$ cat config.mk
export PLATFORM = sky130hd
export DESIGN_NAME = keyed_message_table_unit_flat
export DESIGN_NICKNAME = d
export VERILOG_FILES = /design/src/rtl/kmt_pkg.sv /design/src/rtl/kmt_req_if.sv /design/src/rtl/kmt_rsp_if.sv /design/src/rtl/kmt_ram.sv /design/src/rtl/keyed_message_table_unit.sv /design/src/flat_wrapper.sv
export SDC_FILE = /design/constraint.sdc
export NUM_CORES = 2
export LEC_CHECK = 0
export BUFFER_PORTS_ARGS = -buffer_cell sky130_fd_sc_hd__buf_2
export CAP_MARGIN = 5
export CORE_ASPECT_RATIO = 0.75
export CORE_MARGIN = 1
export CORE_UTILIZATION = 56
export DETAILED_ROUTE_END_ITERATION = 6
export PLACE_DENSITY = 0.68
export SETUP_SLACK_MARGIN = 0.1
export SYNTH_ARGS = -nofsm -noshare
export SYNTH_HDL_FRONTEND = slang
export SYNTH_SLANG_ARGS = --single-unit
$ cat constraint.sdc
create_clock -name clk -period 17.2 [get_ports clk]
set_input_delay 3.44 -clock clk [delete_from_list [all_inputs] [get_ports clk]]
set_output_delay 3.44 -clock clk [all_outputs]
set_load 0.01 [all_outputs]
$ cat src/rtl/kmt_pkg.sv
`timescale 1ns / 1ps

package kmt_pkg;

	localparam int MAX_ENTRIES_DEF = 64;
	localparam int RND_W           = 16;
	localparam int STEP_W          = $clog2(RND_W);
	localparam int CNT_OUT_W       = 7;

	localparam logic [1:0] REQ_UPSERT = 2'd0;
	localparam logic [1:0] REQ_CLEAR  = 2'd1;
	localparam logic [1:0] REQ_SELECT = 2'd2;
	localparam logic [1:0] REQ_SORT   = 2'd3;

	typedef struct packed {
		logic [7:0]  id;
		logic [7:0]  node;
		logic [7:0]  leaf;
		logic [31:0] utility;
	} kmt_rec_t;

	typedef struct packed {
		logic [1:0]       req_type;
		logic [7:0]       in_id;
		logic [7:0]       in_node;
		logic [7:0]       in_leaf;
		logic [31:0]      in_utility;
		logic [RND_W-1:0] random_value;
	} kmt_req_t;

	typedef struct packed {
		logic                 was_inserted;
		logic                 table_full;
		logic                 found_valid;
		logic [7:0]           out_id;
		logic [7:0]           out_node;
		logic [7:0]           out_leaf;
		logic [31:0]          out_utility;
		logic [CNT_OUT_W-1:0] entry_count;
	} kmt_rsp_t;

	typedef enum logic [3:0] {
		ST_IDLE,
		ST_UPS_RD,
		ST_UPS_CHK,
		ST_DIV,
		ST_SEL_RD,
		ST_SEL_WAIT,
		ST_SORT_LD,
		ST_SORT_LDW,
		ST_SORT_RD,
		ST_SORT_CHK,
		ST_SORT_WB,
		ST_DONE
	} kmt_state_t;

endpackage

$ cat src/rtl/kmt_req_if.sv
`timescale 1ns / 1ps

interface kmt_req_if import kmt_pkg::*; ();
	logic     valid;
	logic     ready;
	kmt_req_t data;

	modport source(output valid, output data, input ready);
	modport sink(input valid, input data, output ready);
endinterface

$ cat src/rtl/kmt_rsp_if.sv
`timescale 1ns / 1ps

interface kmt_rsp_if import kmt_pkg::*; ();
	logic     valid;
	logic     ready;
	kmt_rsp_t data;

	modport source(output valid, output data, input ready);
	modport sink(input valid, input data, output ready);
endinterface

$ cat src/rtl/kmt_ram.sv
`timescale 1ns / 1ps

module kmt_ram #(
	parameter int WIDTH = 8,
	parameter int DEPTH = 64
) (
	input  logic                     clk,
	input  logic                     we,
	input  logic [$clog2(DEPTH)-1:0] waddr,
	input  logic [WIDTH-1:0]         wdata,
	input  logic [$clog2(DEPTH)-1:0] raddr,
	output logic [WIDTH-1:0]         rdata
);

	logic [WIDTH-1:0] mem [DEPTH];

	always_ff @(posedge clk) begin
		if (we) begin
			mem[waddr] <= wdata;
		end
		rdata <= mem[raddr];
	end

endmodule

$ cat src/rtl/keyed_message_table_unit.sv
`timescale 1ns / 1ps

// Keyed record table with upsert, clear, random select and descending sort by id.
//
// Channels: req (sink) carries one request item, rsp (source) returns exactly one
// result item per request, both valid/ready; an item moves when valid and ready are high.
// The records live in one single-port-read RAM; every record access is one read
// issued and checked in the cycle after; from the accepting cycle on, each request
// works as follows up to the result being loaded:
//   clear          : zeroes the count only
//   upsert         : searches from slot 0, overwrites the record on an id hit, else
//                    appends, or drops the item when the table is full
//   select         : a bit-serial remainder of the random value by the count, then
//                    a read of that slot; no read when the table is empty
//   sort           : selection exchange, one compare a step; skipped below two records
// req.ready is high only while the sequencer is idle; one request is worked at a time.
// The result sits in an output register, so a new request is taken while rsp waits;
// if rsp is stalled when the next result finishes, the sequencer holds it until the
// register frees up.
// Reset empties the table (count to zero) and drops any pending result; the record
// RAM is not cleared, since only records below the count are ever read.
module keyed_message_table_unit import kmt_pkg::*; #(
	parameter int MAX_ENTRIES = MAX_ENTRIES_DEF
) (
	input  logic       clk,
	input  logic       arst_n,
	kmt_req_if.sink    req,
	kmt_rsp_if.source  rsp
);

	localparam int CW = $clog2(MAX_ENTRIES + 1);
	localparam int IW = $clog2(MAX_ENTRIES);

	kmt_state_t state_q, state_d;

	kmt_req_t         req_q;
	logic [CW-1:0]    cnt_q;
	logic [CW-1:0]    i_q;
	logic [CW-1:0]    j_q;
	kmt_rec_t         cur_q;
	logic [CW-1:0]    rem_q;
	logic [RND_W-1:0] dvd_q;
	logic [STEP_W-1:0] step_q;
	logic             ins_q;
	logic             full_q;
	logic             fv_q;
	kmt_rec_t         sel_q;
	kmt_rsp_t         out_q;
	logic             out_valid_q;

	// RAM port
	logic          ram_we;
	logic [IW-1:0] ram_waddr;
	kmt_rec_t      ram_wdata;
	logic [IW-1:0] ram_raddr;
	kmt_rec_t      ram_rdata;

	// Shared compare / subtract helpers
	logic [CW:0] trial;
	logic [CW:0] rem_nx;
	logic        trial_ge;
	logic        id_hit;
	logic        sort_swap;
	logic        tbl_full;
	logic        i_last;
	logic        out_free;
	kmt_rec_t    new_rec;

	kmt_ram #(
		.WIDTH($bits(kmt_rec_t)),
		.DEPTH(MAX_ENTRIES)
	) u_kmt_ram (
		.clk  (clk),
		.we   (ram_we),
		.waddr(ram_waddr),
		.wdata(ram_wdata),
		.raddr(ram_raddr),
		.rdata(ram_rdata)
	);

	// Restoring remainder step: shift in one dividend bit, subtract the count if it fits.
	assign trial     = {rem_q, dvd_q[RND_W-1]};
	assign trial_ge  = trial >= {1'b0, cnt_q};
	assign rem_nx    = trial_ge ? (trial - {1'b0, cnt_q}) : trial;

	assign id_hit    = ram_rdata.id == req_q.in_id;
	assign sort_swap = cur_q.id < ram_rdata.id;
	assign tbl_full  = cnt_q == CW'(MAX_ENTRIES);
	// Outer sort loop ends when the next pass would have no partner left.
	assign i_last    = ({1'b0, i_q} + (CW + 1)'(2)) >= {1'b0, cnt_q};
	assign out_free  = !out_valid_q || rsp.ready;

	assign new_rec.id      = req_q.in_id;
	assign new_rec.node    = req_q.in_node;
	assign new_rec.leaf    = req_q.in_leaf;
	assign new_rec.utility = req_q.in_utility;

	// Next state
	always_comb begin
		state_d = state_q;
		unique case (state_q)
			ST_IDLE: begin
				if (req.valid) begin
					unique case (req.data.req_type)
						REQ_UPSERT: state_d = ST_UPS_RD;
						REQ_CLEAR:  state_d = ST_DONE;
						REQ_SELECT: state_d = (cnt_q == '0) ? ST_DONE : ST_DIV;
						REQ_SORT:   state_d = (cnt_q < CW'(2)) ? ST_DONE : ST_SORT_LD;
					endcase
				end
			end
			ST_UPS_RD:   state_d = (i_q == cnt_q) ? ST_DONE : ST_UPS_CHK;
			ST_UPS_CHK:  state_d = id_hit ? ST_DONE : ST_UPS_RD;
			ST_DIV:      state_d = (step_q == '1) ? ST_SEL_RD : ST_DIV;
			ST_SEL_RD:   state_d = ST_SEL_WAIT;
			ST_SEL_WAIT: state_d = ST_DONE;
			ST_SORT_LD:  state_d = ST_SORT_LDW;
			ST_SORT_LDW: state_d = ST_SORT_RD;
			ST_SORT_RD:  state_d = (j_q == cnt_q) ? ST_SORT_WB : ST_SORT_CHK;
			ST_SORT_CHK: state_d = ST_SORT_RD;
			ST_SORT_WB:  state_d = i_last ? ST_DONE : ST_SORT_LD;
			ST_DONE:     state_d = out_free ? ST_IDLE : ST_DONE;
			default:     state_d = ST_IDLE;
		endcase
	end

	// Outputs: handshake and RAM controls
	always_comb begin
		req.ready = state_q == ST_IDLE;
		ram_we    = 1'b0;
		ram_waddr = i_q[IW-1:0];
		ram_wdata = cur_q;
		ram_raddr = i_q[IW-1:0];
		unique case (state_q)
			ST_UPS_RD: begin
				// search exhausted: append unless the table is full
				if (i_q == cnt_q && !tbl_full) begin
					ram_we    = 1'b1;
					ram_waddr = cnt_q[IW-1:0];
					ram_wdata = new_rec;
				end
			end
			ST_UPS_CHK: begin
				if (id_hit) begin
					ram_we    = 1'b1;
					ram_wdata = new_rec;
				end
			end
			ST_SEL_RD: ram_raddr = rem_q[IW-1:0];
			ST_SORT_RD: ram_raddr = j_q[IW-1:0];
			ST_SORT_CHK: begin
				// hand the held record down to slot j, keep the larger one
				if (sort_swap) begin
					ram_we    = 1'b1;
					ram_waddr = j_q[IW-1:0];
				end
			end
			ST_SORT_WB: ram_we = 1'b1;
			default: ;
		endcase
	end

	assign rsp.valid = out_valid_q;
	assign rsp.data  = out_q;

	// Control state
	always_ff @(posedge clk or negedge arst_n) begin
		if (!arst_n) begin
			state_q     <= ST_IDLE;
			cnt_q       <= '0;
			out_valid_q <= 1'b0;
		end else begin
			state_q <= state_d;
			if (state_q == ST_DONE && out_free) begin
				out_valid_q <= 1'b1;
			end else if (rsp.ready) begin
				out_valid_q <= 1'b0;
			end
			if (state_q == ST_IDLE && req.valid && req.data.req_type == REQ_CLEAR) begin
				cnt_q <= '0;
			end else if (state_q == ST_UPS_RD && i_q == cnt_q && !tbl_full) begin
				cnt_q <= cnt_q + CW'(1);
			end
		end
	end

	// Datapath
	always_ff @(posedge clk) begin
		if (state_q == ST_DONE && out_free) begin
			out_q.was_inserted <= ins_q;
			out_q.table_full   <= full_q;
			out_q.found_valid  <= fv_q;
			out_q.out_id       <= sel_q.id;
			out_q.out_node     <= sel_q.node;
			out_q.out_leaf     <= sel_q.leaf;
			out_q.out_utility  <= sel_q.utility;
			out_q.entry_count  <= CNT_OUT_W'(cnt_q);
		end
		unique case (state_q)
			ST_IDLE: begin
				if (req.valid) begin
					req_q  <= req.data;
					i_q    <= '0;
					ins_q  <= 1'b0;
					full_q <= 1'b0;
					fv_q   <= 1'b0;
					sel_q  <= '0;
					dvd_q  <= req.data.random_value;
					rem_q  <= '0;
					step_q <= '0;
				end
			end
			ST_UPS_RD: begin
				if (i_q == cnt_q) begin
					full_q <= tbl_full;
					ins_q  <= !tbl_full;
				end
			end
			ST_UPS_CHK: begin
				if (!id_hit) begin
					i_q <= i_q + CW'(1);
				end
			end
			ST_DIV: begin
				rem_q  <= rem_nx[CW-1:0];
				dvd_q  <= {dvd_q[RND_W-2:0], 1'b0};
				step_q <= step_q + STEP_W'(1);
			end
			ST_SEL_WAIT: begin
				fv_q  <= 1'b1;
				sel_q <= ram_rdata;
			end
			ST_SORT_LD:  j_q <= i_q + CW'(1);
			ST_SORT_LDW: cur_q <= ram_rdata;
			ST_SORT_CHK: begin
				if (sort_swap) begin
					cur_q <= ram_rdata;
				end
				j_q <= j_q + CW'(1);
			end
			ST_SORT_WB: i_q <= i_q + CW'(1);
			default: ;
		endcase
	end

endmodule

$ cat src/flat_wrapper.sv
// flat-port wrapper written by rule: the top's interface ports become plain ports
module keyed_message_table_unit_flat import kmt_pkg::*;
#(
	parameter int MAX_ENTRIES = MAX_ENTRIES_DEF
)
  (clk, arst_n, req_valid, req_data, req_ready, rsp_valid, rsp_data, rsp_ready);
  kmt_req_if req_i ();
  kmt_rsp_if rsp_i ();
  input  logic clk;
  input  logic arst_n;
  input wire logic [$bits(req_i.valid)-1:0] req_valid;
  input wire logic [$bits(req_i.data)-1:0] req_data;
  output wire logic [$bits(req_i.ready)-1:0] req_ready;
  output wire logic [$bits(rsp_i.valid)-1:0] rsp_valid;
  output wire logic [$bits(rsp_i.data)-1:0] rsp_data;
  input wire logic [$bits(rsp_i.ready)-1:0] rsp_ready;
  assign req_i.valid = req_valid;
  assign req_i.data = req_data;
  assign req_ready = req_i.ready;
  assign rsp_valid = rsp_i.valid;
  assign rsp_data = rsp_i.data;
  assign rsp_i.ready = rsp_ready;
  keyed_message_table_unit #(.MAX_ENTRIES(MAX_ENTRIES)) u_core (.clk(clk), .arst_n(arst_n), .req(req_i), .rsp(rsp_i));
endmodule
==> impl_results.md <==
* Static Leak at 0.05575 µW
* Syn Inst Count at 9133
* Ys flop type: edfxtp_1
* Proportion of layout cells with a drive suffix above 1 at 13.10%
* Largest net degree at the start of global routing at 131
* Fillers at ~19000
* Final Core Density at 62.98%
* Fmax at 151.4 MHz
* RSZ-0062 raised after global routing: false
* Post-synth top cells: 3862 x edfxtp_1, 1487 x nand2_1, 768 x mux2i_1, 534 x a21oi_1, 355 x nand3_1
* Most numerous cell in the Yosys netlist: edfxtp_1
* Cell area power density at 164.5 nW/µm²
* Sw Share at 34.36%
* Die height at ~450 µm
* CTS Hold Buffers Added at 0
* Starting density of the core at roughly 56%
* Status: finished with violations
* Via/cell ratio at around 6.7
* Synthesis-stage register bit count at 3930
* Post-synth EDFFs at 3862
* Mapped Avg Cell Area at 16.48 µm²
* Worst R2R End: u_core.u_kmt_ram.rdata[54]
* Tot Pwr at 27630 µW
* R2R cell count at 11
* Die W at 600.6 µm
* # DRC at 23
* Via count at approximately 89000
* Int Power at 18140 µW
* Syn Nets at 9239
* GRT Overall Usage at 32.85%
* Worst setup SP type: flop
* Final Hold Violating Endpoints at 0
* Data required time at the worst endpoint at between 15000 and 20000 ps
* Initial antenna violation count at 23
* Pins Over Slew Limit at 0
* Slew @ Worst Pin at 1447 ps
* Design area at roughly 170000 µm²
* FP Rows at 164
* Yosys top cell area share at 77.05%
* Placer Congestion at 0.9173
* Async SR Flop Fraction at 0.3053%
* Clk sink count at 3930
* Clock transition at path regs at 70 ps
* Crit path capture type: flop
* H-tree depth at 5
* Layout Nets at 9486
* Worst r2r src: u_core.state_q[1]
* Hold Crit Depth at 0
* Synth cell types at 64
* Postcts setup bufs at 0
* Die area at 270900 µm²
* Synth top area cells: edfxtp_1 77%, mux2i_1 5.1%, nand2_1 3.7%, mux4_2 2.5%, a21oi_1 1.8%
* Num CTS Buffers at 368
* Skew-Pair Late Insertion Delay at ~900 ps
* Sw Pwr at 9494 µW
* Final min period at 6604 ps
* GR Overflow Total at 0
* CTS max path bufs at 4
* Area delta synth->final at 11.62%
* Max cap viols at 0
* CTS tree: done
* I/O pins at roughly 150
* Non-filler cells, final at approximately 13000
* Crit-path max FO at 68
* Max IR drop VDD at 0.1475 mV
* WP data arrival at 7380 ps
* Iteration-0 DRC Markers at between 15000 and 20000
* Post-route ant nets at 0
* Drt first pass iters at 7
* Hold_sp: u_core.sel_q[55]
* CP Class: reg -> reg
* Sequential area share after synthesis at 78.00%
* Clk_skew at 53.16 ps
* Post-DP HPWL at 252600 µm
* Failing checks: design-rule violations
* Setup TNS at 0 ps
* Post-Syn Area at 150500 µm²
* Worst Hold Class: reg -> reg
* Flop2flop setup slack at 10600 ps
* Clock power frac at 29.3%
* Core area at 266800 µm²
* Synth warn at 0
* Vias in the first global route at 83313
* Routed wire per std cell at about 34 µm
* Area leader, netlist: edfxtp_1
* Cell Area, Placed at between 150000 and 200000 µm²
* Relative slew slack at 3.523%
* Comb pwr share at 29.1%
* Dpl cells at 12578
* Post-cts resize count at 0
* Worst Hold End: u_core.rsp.data[62]
* Final wirelength at 452800 µm
* Final worst path period share at 38.39%
* First-pass GRT wire length at about 630000 µm
* Final setup viols at 0
* CTS Root Cell: clkbuf_16
* Register share of total power at a little over two fifths
* Number of I/O port buffers at 145
-- registers in the layout, indices dropped and copies added (netlist names) --
name,cells
u_core.u_kmt_ram.mem,3584
u_core.rsp.data,66
u_core.cur_q,56
u_core.new_rec,56
u_core.sel_q,56
u_core.u_kmt_ram.rdata,56
u_core.dvd_q,16
u_core.cnt_q,7
u_core.i_q,7
u_core.j_q,7
u_core.rem_q,7
u_core.state_q,4
u_core.step_q,4
u_core.full_q,1
u_core.fv_q,1
u_core.ins_q,1
u_core.rsp.valid,1
-- kinds of logic after synthesis --
logic type | synth area share, %
DFF | 78.00
muxes | 8.078
adders and majority gates | 0.2378
buffers and inverters | 1.599
AOI/OAI and AO/OA | 4.799
and+or+nand+nor | 7.011
xor gates and xnor gates | 0.2785
-- cells in the final DEF, fill, tap and decap left out, drive strengths merged, types with 27 or more instances in the layout --
master	instances
edfxtp	3862
ha	27
nand2	1487
o21ai	114
clkinv	144
or4	87
mux4	165
and2	54
nor4	84
a21oi	534
inv	35
clkbuf	483
xnor2	30
nor2	142
bufinv	29
nand3	355
a32oi	109
mux2i	768
nand4	105
dfxtp	56
o22ai	294
buf	398
mux2	67
-- power groups by stage --
stage / registers, µW / logic (µW) / clock network, µW
after detailed placement: 11700 / 7780 / 0
after global placement: 11700 / 7660 / 0
after floorplan: 11500 / 4960 / 0
after global routing: 11500 / 8350 / 8470
final: 11500 / 8030 / 8080
after CTS: 11500 / 7820 / 8110
-- critical path, stage by stage (launching register included) --
cell and delay [ps]:
dfrtp_1 560, nor2_1 700, o21ai_2 100, buf_4 280, nand2_4 680, buf_4 850
buf_4 960, buf_4 780, mux4_2 410, a21oi_1 180, a21oi_1 100, or4_1 570
-- worst max path at each step --
stage	startpoint	endpoint	slack (ps)	cells past startpoint
final	u_core.state_q[1]	u_core.u_kmt_ram.rdata[54]	10600	11
after detailed placement	u_core.state_q[1]	u_core.u_kmt_ram.rdata[54]	10800	11
after floorplan	rsp_ready	u_core.rsp.data[0]	8210	2
after global routing	u_core.state_q[1]	u_core.u_kmt_ram.rdata[54]	10430	12
after CTS	u_core.state_q[1]	u_core.u_kmt_ram.rdata[55]	10780	11
after global placement	u_core.state_q[1]	u_core.u_kmt_ram.rdata[54]	10850	11
-- per-layer routing --
| layer | GRT usage (%) | up-vias | wire length [µm] |
|---|---|---|---|
| met1 | 49.10 | 44958 | 175700 |
| met5 | 0 | - | 26 |
| met4 | 11.08 | 4 | 16590 |
| met2 | 46.92 | 6861 | 194100 |
| li1 | - | 35979 | - |
| met3 | 8.983 | 931 | 66300 |
-- through the flow --
stage	setup slack, ps	hold slack [ps]
global route	10430	419.7
floorplan	8206	400.0
CTS	10780	411.5
global placement	10850	400.9
finish	10600	411.4
detailed placement	10800	404.5
-- layout make-up --
class | count | area (µm²) | area share, %
antenna | 22 | 55.05 | 0.03277
clock buffer | 483 | 10000 | 5.952
clock inverter | 188 | 1793 | 1.067
inverter | 25 | 95.09 | 0.05660
multi-input combinational | 4657 | 31470 | 18.73
sequential | 3930 | 117400 | 69.88
tap | 3569 | 4466 | 2.658
timing repair buffer | 398 | 2738 | 1.630
No activity file was read; power rests on OpenSTA's default activity.
